$ cat src/design/obb_pkg.sv
package obb_pkg;

	localparam int COORD_BITS     = 24;
	localparam int AXIS_FRAC_BITS = 14;
	localparam int HALF_BITS      = COORD_BITS - 1;
	localparam int AXIS_BITS      = AXIS_FRAC_BITS + 2;
	localparam int T_BITS         = COORD_BITS + 1;
	// axis dot axis: sum of two AXIS_BITS products, magnitude
	localparam int DOT_BITS       = 2 * AXIS_BITS + 1;
	localparam int PROJ_BITS      = T_BITS + AXIS_BITS + 1;
	localparam int RTERM_BITS     = HALF_BITS + DOT_BITS;
	localparam int RAD_BITS       = RTERM_BITS + 2;
	localparam int DIST_BITS      = PROJ_BITS + AXIS_FRAC_BITS;
	localparam int QDEPTH         = 2;
	localparam int QPTR_BITS      = 1;

	localparam logic [2:0] SEP_AX   = 3'd0;
	localparam logic [2:0] SEP_AY   = 3'd1;
	localparam logic [2:0] SEP_BX   = 3'd2;
	localparam logic [2:0] SEP_BY   = 3'd3;
	localparam logic [2:0] SEP_NONE = 3'd4;

	typedef struct packed {
		logic signed [COORD_BITS-1:0] a_center_x;
		logic signed [COORD_BITS-1:0] a_center_y;
		logic signed [AXIS_BITS-1:0]  a_axis_cos;
		logic signed [AXIS_BITS-1:0]  a_axis_sin;
		logic [HALF_BITS-1:0]         a_half_x;
		logic [HALF_BITS-1:0]         a_half_y;
		logic signed [COORD_BITS-1:0] b_center_x;
		logic signed [COORD_BITS-1:0] b_center_y;
		logic signed [AXIS_BITS-1:0]  b_axis_cos;
		logic signed [AXIS_BITS-1:0]  b_axis_sin;
		logic [HALF_BITS-1:0]         b_half_x;
		logic [HALF_BITS-1:0]         b_half_y;
	} obb_req_t;

	typedef struct packed {
		logic       overlap;
		logic [2:0] separating_axis;
	} obb_rsp_t;

	// front-end product set: everything the back end needs
	typedef struct packed {
		logic [HALF_BITS-1:0]         ahx;
		logic [HALF_BITS-1:0]         ahy;
		logic [HALF_BITS-1:0]         bhx;
		logic [HALF_BITS-1:0]         bhy;
		logic signed [PROJ_BITS-1:0]  tx_ac;
		logic signed [PROJ_BITS-1:0]  ty_as;
		logic signed [PROJ_BITS-1:0]  tx_as;
		logic signed [PROJ_BITS-1:0]  ty_ac;
		logic signed [PROJ_BITS-1:0]  tx_bc;
		logic signed [PROJ_BITS-1:0]  ty_bs;
		logic signed [PROJ_BITS-1:0]  tx_bs;
		logic signed [PROJ_BITS-1:0]  ty_bc;
		logic [DOT_BITS-1:0]          dot_c; // |Ax.Bx| = |Ay.By|
		logic [DOT_BITS-1:0]          dot_s; // |Ax.By| = |Ay.Bx|
		logic [DOT_BITS-1:0]          na;    // |A axis|^2
		logic [DOT_BITS-1:0]          nb;    // |B axis|^2
	} obb_work_t;

	typedef struct packed {
		logic [3:0] sep; // per-axis separated flags
	} obb_sep_t;

endpackage

$ cat src/design/obb_queue.sv
module obb_queue (
	input  logic               clk,
	input  logic               arst_n,
	input  logic               wv,
	output logic               wr,
	input  obb_pkg::obb_work_t wdata,
	output logic               rv,
	input  logic               rr,
	output obb_pkg::obb_work_t rdata
);
	import obb_pkg::*;

	obb_work_t            mem_q [QDEPTH];
	logic [QPTR_BITS-1:0] wp_q, rp_q;
	logic [QPTR_BITS:0]   cnt_q;
	logic                 push, pop;

	assign wr    = (cnt_q != (QPTR_BITS+1)'(QDEPTH));
	assign rv    = (cnt_q != '0);
	assign rdata = mem_q[rp_q];
	assign push  = wv && wr;
	assign pop   = rv && rr;

	always_ff @(posedge clk or negedge arst_n) begin
		if (!arst_n) begin
			wp_q  <= '0;
			rp_q  <= '0;
			cnt_q <= '0;
		end else begin
			if (push) wp_q <= wp_q + 1'b1;
			if (pop)  rp_q <= rp_q + 1'b1;
			cnt_q <= cnt_q + (QPTR_BITS+1)'(push) - (QPTR_BITS+1)'(pop);
		end
	end

	always_ff @(posedge clk) begin
		if (push) mem_q[wp_q] <= wdata;
	end

endmodule

$ cat config.mk
export PLATFORM = sky130hd
export DESIGN_NAME = obb_queue
export DESIGN_NICKNAME = d
export VERILOG_FILES = /design/src/design/obb_pkg.sv /design/src/design/obb_queue.sv
export SDC_FILE = /design/constraint.sdc
export NUM_CORES = 1
export LEC_CHECK = 0
export ABC_AREA = 1
export BUFFER_PORTS_ARGS = -buffer_cell sky130_fd_sc_hd__buf_4
export CORE_AREA = 2 2 444 446
export CTS_BUF_LIST = sky130_fd_sc_hd__clkbuf_4 sky130_fd_sc_hd__clkbuf_8 sky130_fd_sc_hd__clkbuf_16
export DETAILED_ROUTE_END_ITERATION = 7
export DIE_AREA = 0 0 446 448
export GPL_TIMING_DRIVEN = 0
export PLACE_DENSITY = 0.46
export SYNTH_ARGS = -nofsm -noshare
export SYNTH_HDL_FRONTEND = slang
export SYNTH_SLANG_ARGS = --single-unit
$ cat constraint.sdc
create_clock -name clk -period 71.3 [get_ports clk]
set_input_delay 14.26 -clock clk [delete_from_list [all_inputs] [get_ports clk]]
set_output_delay 14.26 -clock clk [all_outputs]
set_load 0.005 [all_outputs]
==> reports/metrics.cfg <==
[setup_path]
worstPathRequired_ns=57.04
slowest_delay_ns=0.88
arrival_ns=2.94
slowest_stage=clkbuf_1
crit_path_frequent_cell=nand2_1
cp-start-kind=flip-flop
worst-path-buf-inv=4
cpLargestDelayFamily=buffers and inverters
worstSetupPathType=flip-flop to output pin
crit_path_cell_trace=inv_2 -> buf_2 -> clkbuf_1 -> nand2_1 -> nand2_1 -> buf_4
cp-end-kind=output pin
crit_fanout=10

[finish]
design_area_sq_um=57900
stdcell_count=6929
final_util_pct=29.7
multiInputGateArea_sq_um=6410
n_fill_cell=19800
drive_above_1_share_pct=34.0
final_common_cell=nand2_1
regArea_sq_um=33700
area_growth_pct=41.7
nNetsFinal=4833
final_cell_mix=nand2_1, buf_4, edfxtp_1, clkbuf_16, buf_2

[place]
dp_hpwl_mm=125
port_buffers=1125
finalWeightedCongestion=0.853
dpl-instance-area_sq_um=53500
dp_cells=6670

[detailed_routing]
drtPass1Iterations=7
drtAntennaViolNets=0
drcViolationCount=0
vias=27400
routed_wl_mm=162
drtIter0Drc=1711
wl_per_cell_um=23.3
vias_per_cell=3.96

[synthesis]
synth_area_per_cell_sq_um=13.8
synthCells=2956
yosys.area.top_type=edfxtp_1
synth_cell_types=15
yosysTopAreaCellShare_pct=82.4
syn_area_sq_um=40800
ys_seq_area_share_pct=82.6
synth_nets=3521
synth-seq-cells=1124
synth_area_leaders=edfxtp_1, nand2_1, buf_2
yosysWarnings=0

[cts]
postCtsResizedCells=0
cts-root-buf=clkbuf_16
cts_max_level=4
numCtsBuffers=138
cts_sinks=1124
clock_latency_ns=0.76
cts.clk_slew.worst_paths_ns=0.06
cts-hold-fix-buffers=0
post-cts-setup-buffers=0
clockBufferDepth=3
cts_tree=done

[die]
rows=162
initial_core_util_pct=21.0
die_h_um=448
die_w_um=446
core_area_sq_um=195000
dieArea_sq_um=200000
num_io_pins=1126

[power_and_ir_drop]
internal-power_mw=1.64
power_mw=2.54
switchingPower_mw=0.891
swShare_pct=35.1
clock_power_share_pct=26.8
pwr-share-seq_pct=36.5
power_density_nw_per_um2=43.8
combPwrFrac_pct=36.7
total_leakage_power_nw=24.0
peakVddDrop_v=0.0000225

[sta]
setup_violations=0
timing.fmax_ghz=0.0581
maxSlewHeadroom_pct=23.9
post-route-min-period_ns=17.20
tns_ns=0
worstMarginPinSlew_ns=1.14
rsz0062_at_grt=false
finalMaxSlewViolations=0
skew_ns=0.0279
hold_violations=0
min_period_over_period_pct=24.1

[global_routing]
grt_max_degree=30
overflow=0
antenna_found_initial=46
grt_pass1_wl_mm=214
grt_usage_pct=15.5
grt_pass1_vias=26400

[run]
drv_cap=0

[run_status]
status=completed

[hold_path]
hp-class=flip-flop to flip-flop

[path summary, 6_finish.rpt]
path / from / endpoint / slack (ns) / cells after the start
min in group asynchronous: arst_n / cnt_q[0] / 13.28 / 1
worst min-delay path: cnt_q[0] / cnt_q[0] / 0.57 / 1
max in group asynchronous: arst_n / wp_q / 57.92 / 1
worst min register to register: cnt_q[0] / cnt_q[0] / 0.57 / 1
worst max-delay path: rp_q / rdata[149] / 54.10 / 6
worst max register to register: cnt_q[0] / mem_q[0][18] / 68.15 / 10
[cell usage after synthesis, drive strengths merged]
cell type and count:
a21oi 1, buf 108, o21ai 1, inv 8
dfrtp 4, ha 1, nand2 1689, xor2 1
nor2 5, edfxtp 1120, nand3 2, clkbuf 16
[sequential cells by signal, indices dropped and copies added, names as in the netlist]
signal  count
cnt_q       2
mem_q    1120
rp_q        1
wp_q        1
[cell families (layout without fill, tap and decap cells)]
logic type / after synthesis / in the layout / synth area share [%]
buf+inv: 132 / 1549 / 1.73
compound gates: 2 / 2 / 0.0245
fa+ha+maj: 1 / 1 / 0.0306
other cells: 0 / 14 / 0
xor+xnor: 1 / 1 / 0.0214
flops: 1124 / 1124 / 82.6
simple gates: 1696 / 1696 / 15.6
[area by class of cell]
| type | count | area share (%) |
|---|---|---|
| Sequential cell | 1124 | 58.3 |
| Timing Repair Buffer | 1172 | 16.3 |
| Multi-Input combinational cell | 1700 | 11.1 |
| Clock buffer | 166 | 6.37 |
| Tap cell | 2542 | 5.50 |
| Buffer | 124 | 1.17 |
| Clock inverter | 79 | 1.16 |
| Antenna cell | 14 | 0.0605 |
| Inverter | 8 | 0.0519 |
[stage by stage]
stage / worst slack [ns] / hold WS [ns]
floorplan: 32.26 / 0.485
global placement: 13.06 / 0.504
detailed placement: 54.33 / 0.557
CTS: 53.76 / 0.569
global route: 53.74 / 0.595
finish: 54.10 / 0.569
[power by group through the flow]
stage	clock network (mW)	logic [mW]	registers, mW
2_1_floorplan	0	0.332	1.10
3_3_place_gp	0	0.919	1.24
3_5_place_dp	0	0.963	0.940
4_1_cts	0.699	0.966	0.927
5_1_grt	0.724	1.01	0.939
6_report	0.679	0.931	0.927
[per-layer routing]
layer	track usage (%)	wire length [um]
met4	5.56	5460
met1	17.5	60600
met5	0	324
met2	27.0	82700
met3	5.29	12500
(Power assumes the default switching activity.)
